<file path="src/hw/rtl/bnnd_pkg.sv">
// ----------------------------------------------------------------------------
// bnnd_pkg
// Types and constants of the nearest-neighbor RGGB demosaic core.
// ----------------------------------------------------------------------------
`default_nettype none

package bnnd_pkg;

  // Line store depth default (pixel pairs per row)
  localparam int MAX_LINE_PAIRS_DEF = 2048;

  // Row length register
  localparam int          LINE_PAIRS_W     = 12;
  localparam logic [11:0] LINE_PAIRS_RESET = 12'd2048;

  // Result queue between front and back
  localparam int QUEUE_DEPTH_DEF = 4;

  // Fixed field widths
  localparam int PIX_W = 8;
  localparam int QCOL_W = 11;

  // Input item: two packed 12-bit pixels, top bits only
  typedef struct packed {
    logic [PIX_W-1:0] byte_a;
    logic [PIX_W-1:0] byte_b;
    logic [PIX_W-1:0] byte_c;
  } in_item_t;

  // Result item: one color set per 2x2 quad
  typedef struct packed {
    logic [PIX_W-1:0]  red;
    logic [PIX_W-1:0]  green_upper;
    logic [PIX_W-1:0]  green_lower;
    logic [PIX_W-1:0]  blue;
    logic [QCOL_W-1:0] quad_column;
    logic              row_end;
  } out_item_t;

endpackage

`default_nettype wire

</file>
<file path="src/hw/rtl/bnnd_queue.sv">
// ----------------------------------------------------------------------------
// bnnd_queue
// Short result queue; its head drives the result ports until popped.
// ----------------------------------------------------------------------------
`default_nettype none

module bnnd_queue #(
  parameter int QUEUE_DEPTH = bnnd_pkg::QUEUE_DEPTH_DEF
) (
  input  wire logic                              clk,
  input  wire logic                              rst,
  input  wire logic                              q_push,
  input  wire bnnd_pkg::out_item_t               q_item,
  output logic [$clog2(QUEUE_DEPTH+1)-1:0]       q_count,
  input  wire logic                              pop,
  output logic                                   empty,
  output bnnd_pkg::out_item_t                    result
);

  localparam int PTR_W = (QUEUE_DEPTH > 1) ? $clog2(QUEUE_DEPTH) : 1;
  localparam int CNT_W = $clog2(QUEUE_DEPTH + 1);
  localparam logic [PTR_W-1:0] LAST_PTR = PTR_W'(QUEUE_DEPTH - 1);

  bnnd_pkg::out_item_t entries [QUEUE_DEPTH];
  logic [PTR_W-1:0]    wr_ptr;
  logic [PTR_W-1:0]    rd_ptr;
  logic [CNT_W-1:0]    count;
  logic                do_pop;

  assign empty   = (count == '0);
  assign do_pop  = pop && !empty;
  assign q_count = count;
  assign result  = entries[rd_ptr];

  // storage; the front never pushes into a full queue
  always_ff @(posedge clk) begin
    if (q_push) begin
      entries[wr_ptr] <= q_item;
    end
  end

  // pointers and fill level
  always_ff @(posedge clk) begin
    if (rst) begin
      wr_ptr <= '0;
      rd_ptr <= '0;
      count  <= '0;
    end else begin
      if (q_push) begin
        wr_ptr <= (wr_ptr == LAST_PTR) ? '0 : wr_ptr + PTR_W'(1);
      end
      if (do_pop) begin
        rd_ptr <= (rd_ptr == LAST_PTR) ? '0 : rd_ptr + PTR_W'(1);
      end
      if (q_push && !do_pop) begin
        count <= count + CNT_W'(1);
      end else if (do_pop && !q_push) begin
        count <= count - CNT_W'(1);
      end
    end
  end

endmodule

`default_nettype wire

</file>
<file path="config.mk">
export PLATFORM = sky130hd
export DESIGN_NAME = bnnd_queue
export DESIGN_NICKNAME = d
export VERILOG_FILES = /design/src/hw/rtl/bnnd_pkg.sv /design/src/hw/rtl/bnnd_queue.sv
export SDC_FILE = /design/constraint.sdc
export NUM_CORES = 1
export LEC_CHECK = 0
export ABC_CLOCK_PERIOD_IN_PS = 3370
export BUFFER_PORTS_ARGS = -buffer_cell sky130_fd_sc_hd__buf_2
export CAP_MARGIN = 25
export CORE_ASPECT_RATIO = 2
export CORE_MARGIN = 5
export CORE_UTILIZATION = 24
export CTS_BUF_LIST = sky130_fd_sc_hd__clkbuf_4 sky130_fd_sc_hd__clkbuf_8
export CTS_CLUSTER_SIZE = 40
export DETAILED_ROUTE_END_ITERATION = 7
export PLACE_DENSITY = 0.37
export SYNTH_ARGS = -nofsm -noshare
export SYNTH_HDL_FRONTEND = slang
export SYNTH_SLANG_ARGS = --single-unit
</file>
<file path="constraint.sdc">
create_clock -name clk -period 3.37 [get_ports clk]
set_input_delay 0.674 -clock clk [delete_from_list [all_inputs] [get_ports clk]]
set_output_delay 0.674 -clock clk [all_outputs]
set_load 0.03 [all_outputs]
</file>
# --- Word-level counts from Yosys, hierarchy flattened ---
# Memories as Yosys holds them, arrays and structs flattened. A register that Yosys moved wholly into a read port is not among the register bits.
# Index checks and enable logic that the tools add are counted.
word_totals:
  input_bits: 48
  output_inout_bits: 48
  ram_bits: 176
  regBits: 7
  elab_cells: 26
  n_memories: 1
memory_table:
  columns: ["name", "words", "word_bits", "read_ports", "rd_clocked_by_memory_dff", "write_ports", "line_no", "rtl"]
  rows:
  - ["entries", 4, 44, 1, 1, 1, "bnnd_queue.sv:24", "bnnd_pkg::out_item_t entries [QUEUE_DEPTH];"]
op_classes:
  n_reduce_logical: 8
  n_mux: 8
  n_eq_ne: 2
  n_addsub: 4
ops:
  columns: ["op", "n"]
  rows:
  - ["2-bit two-way mux", 4]
  - ["3-bit two-way mux", 2]
  - ["2-bit by 1-bit adder with 2-bit output, second input constant", 2]
  - ["2-bit equality test, second input constant", 2]
  - ["3-bit by 1-bit adder with 3-bit output, second input constant", 1]
  - ["1-bit logical AND", 3]
  - ["1-bit zero test", 3]
  - ["3-bit zero test", 1]
  - ["3-bit by 1-bit subtractor with 3-bit output, second input constant", 1]
  - ["1-bit two-way mux", 2]
  - ["2-bit nonzero test", 1]

# --- Longest topological paths before layout ---
# Gate-level depths: netlist (run 1).
depth:
  ltp_word: 6
  ltp_mapped: 7
  ltp_nobuf: 7

# --- Least setup slack after synthesis (run 1) ---
# No wires, ideal clock.
synth_path:
  path_type: "input port to flip-flop"
  from: "input q_push"
  to: "memory entries[0][0] (netlist bit) (enable)"
  path_stages: 1
  setup_time_ns: 0.406
  setup_slack_ns: 1.230
  n_path_buf: 0
  required_time_ns: 2.964
  arrival_time_ns: 1.735
  path_cell_list: "and2_1"
synth_between:
  elab_chain_len: 2
synth_rtl:
  columns: ["element", "line_no", "rtl"]
  rows:
  - ["from (decl)", "bnnd_queue.sv:12", "input wire logic q_push,"]
  - ["1-bit two-way mux", "bnnd_queue.sv:37", "if (q_push) begin"]
  - ["1-bit two-way mux (implied by the code)", "bnnd_queue.sv:38", "entries[wr_ptr] <= q_item;"]
  - ["to (decl)", "bnnd_queue.sv:24", null]
# Every way passes these cells.

==> qor.log, run 1 <==
[run_status] run status complete, no violations
[cts] Post-CTS Repair Setup Buffers 0
[power_and_ir_drop] leakage dissipation 2.68 nW
[cts] Clock Latency Late Sink 0.47 ns
[worst_setup_path] kind of critical path flop to output port
[synth] flip-flop cell with the highest count after synthesis sky130_fd_sc_hd__edfxtp_1
[timing] post-route setup TNS 0 ns
[timing] Worst Skew 0.0144 ns
[drt] vias after detailed routing 3069
[floorplan] I/O Pins 96
[global_routing] pin count of the biggest net entering global routing 44
[worst_setup_path] peak fanout along the critical path 24
[floorplan] floorplan die height 249 um
[power_and_ir_drop] Power Dens Cells 672 nW/um^2
[cts] number of buffers on the longest clock path 2
[cts] CTS tree built
[drt] post-detailed-route DRC marker count 0
[final_layout] post-route standard cell area excluding fillers 8160 um^2
[global_routing] global-route wire length before repair 22200 um
[timing] Max Clock Freq 0.341 GHz
[drt] average via count per standard cell 4.08
[cts] number of H-tree branching levels 4
[worst_setup_path] Crit path required time 2.70 ns
[place] pre-CTS worst setup slack 0.860 ns
[final_layout] final design utilization 28.9%
[drt] Initial DRC Count 160
[drt] final WL 14500 um
[worst_setup_path] worst r2r src q_count[1]$_SDFFE_PP0P_
[worst_hold_path] hold-critical path depth 1
[synth] Synth warnings 0
[synth] sequential share of the synthesized area 79.7%
[synth] most frequent cell after synthesis sky130_fd_sc_hd__edfxtp_1
[synth] Post-synth EDFFs 176
[timing] Final Max Slew Viols 0
[synth] area fraction of the dominant cell type after synthesis 77.1%
[place] sum of net half-perimeters after detailed placement 8940 um
[synth] synth cell count leaders sky130_fd_sc_hd__edfxtp_1 (176), sky130_fd_sc_hd__mux4_2 (40), sky130_fd_sc_hd__dfxtp_1 (9)
[worst_hold_path] Hold EP entries[0][35]$_DFFE_PP_
[place] placed inst area 7790 um^2
[synth] mean instance size in the synthesized netlist 25.1 um^2
[timing] post-route fraction of the period consumed by the critical path 87.0%
[timing] unrepaired setup endpoints after global routing false
[floorplan] floorplan row count 87
[run] maxcap violations 0
[timing] slew at the pin with the worst max-slew slack 0.707 ns
[synth] most area-hungry cell type in the Yosys netlist sky130_fd_sc_hd__edfxtp_1
[synth] async set or reset register ratio after synthesis 0%
[synth] distinct cell type count after synthesis 21
[timing] Rel. slew slack 52.8%
[power_and_ir_drop] register share of total power 50.6%
[worst_setup_path] crit path launch type flop
[power_and_ir_drop] Internal Dissipation 3.77 mW
[power_and_ir_drop] switching power 1.72 mW
[place] # port buffers 95
[worst_setup_path] register-to-register setup slack 1.27 ns
[floorplan] Placeable Area 28200 um^2
[timing] number of failing hold endpoints at the final stage 0
[power_and_ir_drop] fraction of power spent switching nets 31.3%
[timing] setup violation total in the final timing report 0
[power_and_ir_drop] share of power burned in combinational logic 23.9%
[cts] # resized after CTS 0
[floorplan] die boundary width 130 um
[drt] Antenna Nets Post-Route 0
[global_routing] vias in the first global route 3531
[synth] area of the mapped netlist 6860 um^2
[cts] Post-CTS Hold Buffers 0
[cts] TritonCTS sink count 185
[cts] number of buffers created by CTS 17
[global_routing] gr ovfl total 0
[timing] final critical-path required period 2.93 ns
[drt] first-pass iteration count of the detailed router 4
[global_routing] antenna violations before repair 1
[cts] clock-pin transition on the worst setup and hold timing paths 0.10 ns
[worst_setup_path] terminus of the critical flop-to-flop path q_count[2]$_SDFFE_PP0P_
[drt] Routed WL per cell 19.2 um
[worst_setup_path] data arrival at the endpoint of the critical path 2.26 ns
[worst_setup_path] endpoint kind of the worst setup timing path output port
[floorplan] initial core utilization 24.3%
[worst_hold_path] Tightest Hold Check Type primary input to flop
[timing] final setup margin 0.438 ns
[place] placer congestion estimate 0.632
[worst_hold_path] startpoint of the worst hold path q_item[35]
[power_and_ir_drop] clock share of power 25.4%
[floorplan] Die Outline Area 32300 um^2
[cts] root buf cell sky130_fd_sc_hd__clkbuf_8
[timing] Hold Worst Slack 0.405 ns
[final_layout] layout cells sized above 1 44.9%
[final_layout] total number of nets in the final design 438
[synth] cell types occupying the most area after synthesis sky130_fd_sc_hd__edfxtp_1 (77%), sky130_fd_sc_hd__mux4_2 (13%), sky130_fd_sc_hd__dfxtp_1 (2.6%), sky130_fd_sc_hd__mux4_1 (1.5%), sky130_fd_sc_hd__buf_12 (1.2%)
[synth] Post-Syn Instances 273
[worst_setup_path] R2R cell count 7
[final_layout] area added between synthesis and finish 19.0%
[global_routing] GRT Total Usage 9.74%
[synth] Net Count, Synth 328
[synth] FF+latch count, synth 185
[power_and_ir_drop] worst IR drop on VDD 345 uV
==> state kept, by name (all words and copies together), names as in the netlist, named ones only <==
signal and count:
q_count 3, rd_ptr 2, wr_ptr 2, entries 176
==> routing by layer <==
metal	vias to the layer above	wire [um]	global-route usage, %
met2	65	8340	18.1
met3	13	772	3.65
met5	-	0	0
met4	0	264	3.66
met1	1618	5080	9.60
li1	1373	-	-
==> cells by family after synthesis <==
logic type,after synthesis,share of synthesized area (%)
multiplexers,48,15.3
adder cells (fa/ha/maj),7,1.39
XOR/XNOR,2,0.256
AND/OR/NAND/NOR,14,1.00
AO/OA/AOI/OAI,4,0.529
buffers and inverters,13,1.86
flip-flops,185,79.7
==> worst max-delay path, cell delays in order, from the launching register on <==
cell,delay [ns]
sky130_fd_sc_hd__dfxtp_4,0.67
sky130_fd_sc_hd__buf_12,0.31
sky130_fd_sc_hd__mux4_1,0.59
sky130_fd_sc_hd__buf_2,0.20
==> power by group through the flow <==
stage	registers (mW)	clock network, mW	logic, mW
floorplan	2.76	0	1.05
global placement	2.83	0	1.35
detailed placement	2.84	0	1.35
CTS	2.79	1.48	1.36
global route	2.80	1.58	1.41
finish	2.78	1.39	1.31
==> stage by stage <==
step                cells  power [mW]
global route          752        5.79
CTS                   752        5.62
floorplan             273        3.81
detailed placement    720        4.19
global placement      720        4.18
finish                753        5.48
==> cells in the final DEF, fill, tap and decap left out <==
cell type,Yosys,routed
sky130_fd_sc_hd__o21ai_0,1,1
sky130_fd_sc_hd__or3_1,2,2
sky130_fd_sc_hd__xor2_1,2,2
sky130_fd_sc_hd__dfxtp_1,9,7
sky130_fd_sc_hd__fa_1,1,1
sky130_fd_sc_hd__inv_6,0,5
sky130_fd_sc_hd__buf_2,4,95
sky130_fd_sc_hd__clkinv_1,0,2
sky130_fd_sc_hd__dfxtp_4,0,1
sky130_fd_sc_hd__nor2_1,6,6
sky130_fd_sc_hd__clkinvlp_4,0,4
sky130_fd_sc_hd__dfxtp_2,0,1
sky130_fd_sc_hd__clkbuf_4,0,1
sky130_fd_sc_hd__clkbuf_8,0,17
sky130_fd_sc_hd__mux4_1,4,4
sky130_fd_sc_hd__nand2_1,1,1
sky130_fd_sc_hd__o31ai_4,1,1
sky130_fd_sc_hd__ha_1,6,6
sky130_fd_sc_hd__clkinv_2,0,2
sky130_fd_sc_hd__mux4_2,40,40
sky130_fd_sc_hd__diode_2,0,1
sky130_fd_sc_hd__bufinv_16,0,1
sky130_fd_sc_hd__and2_2,0,4
sky130_fd_sc_hd__nor3_1,1,1
sky130_fd_sc_hd__a21oi_1,2,2
sky130_fd_sc_hd__edfxtp_1,176,176
sky130_fd_sc_hd__mux2i_1,4,4
sky130_fd_sc_hd__inv_1,3,3
sky130_fd_sc_hd__buf_12,4,6
==> worst max path at each step <==
stage,start,to,slack (ns),depth (start not counted)
floorplan,q_push,entries[0][0]$_DFFE_PP_,1.23,1
global placement,flop,result[24],0.86,3
detailed placement,flop,result[20],0.86,3
CTS,flop,result[20],0.31,3
global route,flop,result[24],0.25,3
finish,flop,result[38],0.44,3
==> final cells by class <==
type | count | area (um^2)
clock inverters | 14 | 121
clock buffers | 18 | 241
fillers | 2755 | 20000
diodes | 1 | 2.50
well taps | 356 | 445
flip-flops and latches | 185 | 5470
multi-input cells | 75 | 1270
inverters | 3 | 11.3
repair buffers | 101 | 596
(Power assumes the default switching activity.)
==> run 2, diff against run 1 <==
--- a/config.mk
+++ b/config.mk
@@ -5,7 +5,7 @@
 export SDC_FILE = /design/constraint.sdc
 export NUM_CORES = 1
 export LEC_CHECK = 0
-export ABC_CLOCK_PERIOD_IN_PS = 3370
+export ABC_CLOCK_PERIOD_IN_PS = 3050
 export BUFFER_PORTS_ARGS = -buffer_cell sky130_fd_sc_hd__buf_2
 export CAP_MARGIN = 25
 export CORE_ASPECT_RATIO = 2
@@ -14,6 +14,7 @@
 export CTS_BUF_LIST = sky130_fd_sc_hd__clkbuf_4 sky130_fd_sc_hd__clkbuf_8
 export CTS_CLUSTER_SIZE = 40
 export DETAILED_ROUTE_END_ITERATION = 7
+export GPL_ROUTABILITY_DRIVEN = 0
 export PLACE_DENSITY = 0.37
 export SYNTH_ARGS = -nofsm -noshare
 export SYNTH_HDL_FRONTEND = slang
==> constraint.sdc (replaced) <==
create_clock -name clk -period 3.05 [get_ports clk]
set_input_delay 0.61 -clock clk [delete_from_list [all_inputs] [get_ports clk]]
set_output_delay 0.61 -clock clk [all_outputs]
set_load 0.03 [all_outputs]
==> qor.log, run 2 (same netlist as run 1, synthesis figures left out) <==
[drt] Antenna Nets Post-Route 0 [unchanged]
[final_layout] area added between synthesis and finish 19.8%
[worst_setup_path] kind of critical path flop to output port
[drt] average via count per standard cell 4.09 [+0.38%]
[worst_hold_path] Tightest Hold Check Type primary input to flop
[timing] post-route fraction of the period consumed by the critical path 88.5%
[worst_setup_path] data arrival at the endpoint of the critical path 2.09 ns [-0.17 ns]
[drt] Initial DRC Count 123 [-23%]
[cts] Clock Latency Late Sink 0.46 ns [about the same]
[cts] root buf cell sky130_fd_sc_hd__clkbuf_8
[timing] Worst Skew 0.00734 ns [-0.00708 ns]
[floorplan] die boundary width 130 um [unchanged]
[drt] Routed WL per cell 19.5 um [+1.7%]
[worst_setup_path] peak fanout along the critical path 40 [+67%]
[global_routing] pin count of the biggest net entering global routing 41 [-6.8%]
[final_layout] commonest non-fill, non-tap cell in the layout sky130_fd_sc_hd__edfxtp_1
[final_layout] number of flip-flops under the largest register name 176 [unchanged]
[final_layout] final design utilization 29.1% [+0.21 points]
[run_status] run status complete, no violations
[floorplan] floorplan row count 87 [unchanged]
[cts] number of buffers created by CTS 17 [unchanged]
[timing] slew at the pin with the worst max-slew slack 0.706 ns [-0.00108 ns]
[final_layout] most frequent cells in the layout sky130_fd_sc_hd__edfxtp_1 (176), sky130_fd_sc_hd__buf_2 (95), sky130_fd_sc_hd__mux4_2 (40)
[global_routing] antenna violations before repair 3 [+2]
[power_and_ir_drop] worst IR drop on VDD 306 uV [-11%]
[global_routing] gr ovfl total 0 [unchanged]
[timing] final critical-path required period 2.70 ns
[floorplan] Die Outline Area 32300 um^2 [unchanged]
[floorplan] I/O Pins 96 [unchanged]
[cts] Post-CTS Repair Setup Buffers 0 [unchanged]
[final_layout] filler instances 2800 [+1.6%]
[worst_setup_path] endpoint kind of the worst setup timing path output port
[worst_setup_path] crit path launch type flop
[worst_setup_path] Crit path required time 2.44 ns [-0.26 ns]
[place] # port buffers 95 [unchanged]
[global_routing] GRT Total Usage 9.67% [-0.068 points]
[cts] CTS tree built
[global_routing] vias in the first global route 3539 [+0.23%]
[power_and_ir_drop] leakage dissipation 2.72 nW [+1.5%]
[timing] Final Max Slew Viols 0 [unchanged]
[drt] final WL 14800 um [+2.2%]
[timing] number of failing hold endpoints at the final stage 0 [unchanged]
[drt] first-pass iteration count of the detailed router 4 [unchanged]
[timing] unrepaired setup endpoints after global routing false
[cts] number of buffers on the longest clock path 2 [unchanged]
[final_layout] total number of nets in the final design 442 [+0.91%]
[final_layout] layout cells sized above 1 45.3% [+0.30 points]
[cts] # resized after CTS 0 [unchanged]
[timing] setup violation total in the final timing report 0 [unchanged]
[timing] Max Clock Freq 0.371 GHz
[timing] post-route setup TNS 0 ns [unchanged]
[power_and_ir_drop] Power Dens Cells 745 nW/um^2 [+11%]
[cts] TritonCTS sink count 185 [unchanged]
[cts] number of H-tree branching levels 4 [unchanged]
[floorplan] floorplan die height 249 um [unchanged]
[drt] post-detailed-route DRC marker count 0 [unchanged]
[cts] clock-pin transition on the worst setup and hold timing paths 0.09 ns [about the same]
[run] maxcap violations 0 [unchanged]
[worst_setup_path] register-to-register setup slack 0.95 ns [-0.32 ns]
[floorplan] Placeable Area 28200 um^2 [unchanged]
[global_routing] global-route wire length before repair 22100 um [-0.59%]
[place] sum of net half-perimeters after detailed placement 9440 um [+5.6%]
[cts] Post-CTS Hold Buffers 0 [unchanged]
[drt] vias after detailed routing 3097 [+0.91%]
[timing] Rel. slew slack 52.9% [+0.072 points]
[final_layout] Reg with most FFs entries
[floorplan] initial core utilization 24.3% [unchanged]
==> run 2: cell count changes in the layout (fill, tap and decap cells not counted), sizes merged <==
cell	change
buf	+4
bufinv	+1
clkbuf	+5
clkinv	+1
clkinvlp	-2
inv	-5
==> run 2: layout make-up <==
cell class,count,area [um^2],share of cell area (%)
clock inverters,9,100,1.22
flip-flops and latches,185,5470,66.6
multi-input cells,75,1270,15.4
well taps,356,445,5.42
clock buffers,23,279,3.40
repair buffers,105,638,7.77
diodes,1,2.50,0.0305
inverters,3,11.3,0.137
==> run 2: worst paths after layout <==
check	startpoint	to	depth (start not counted)
max	flop	result[39]	3
min	q_item[38]	entries[1][38]$_DFFE_PP_	1
max reg2reg	q_count[1]$_SDFFE_PP0P_	q_count[2]$_SDFFE_PP0P_	7
min reg2reg	rd_ptr[0]$_SDFFE_PP0P_	flop	2
==> run 2: where the power goes <==
group	leakage, nW	internal, mW	total, mW	switching, mW
clock network	0.191	0.773	1.59	0.816
logic	0.835	0.593	1.52	0.923
registers	1.69	2.92	3.02	0.0930
total	2.72	4.29	6.12	1.83
==> run 2: critical path, cell delays in order (launching register included) <==
cell,delay [ns]
sky130_fd_sc_hd__dfxtp_4,0.42
sky130_fd_sc_hd__buf_12,0.33
sky130_fd_sc_hd__mux4_1,0.66
sky130_fd_sc_hd__buf_2,0.21
==> run 2: per-layer routing <==
metal / track usage (%) / vias up / wire length, um
li1: - / 1382 / -
met1: 9.60 / 1621 / 5320
met2: 17.8 / 75 / 8340
met3: 3.76 / 19 / 789
met4: 3.51 / 0 / 318
met5: 0 / - / 0
==> run 2: metrics by stage <==
step / power (mW) / hold WS [ns] / cell area (um^2) / std cells / setup WS [ns]
6_report: 6.12 / 0.356 / 8220 / 757 / 0.351
5_1_grt: 6.44 / 0.302 / 8210 / 756 / 0.194
4_1_cts: 6.27 / 0.288 / 8210 / 756 / 0.223
3_5_place_dp: 4.65 / 0.509 / 7830 / 724 / 0.789
3_3_place_gp: 4.64 / 0.493 / 7830 / 724 / 0.804
2_1_floorplan: 4.21 / 0.456 / 6860 / 273 / 0.974
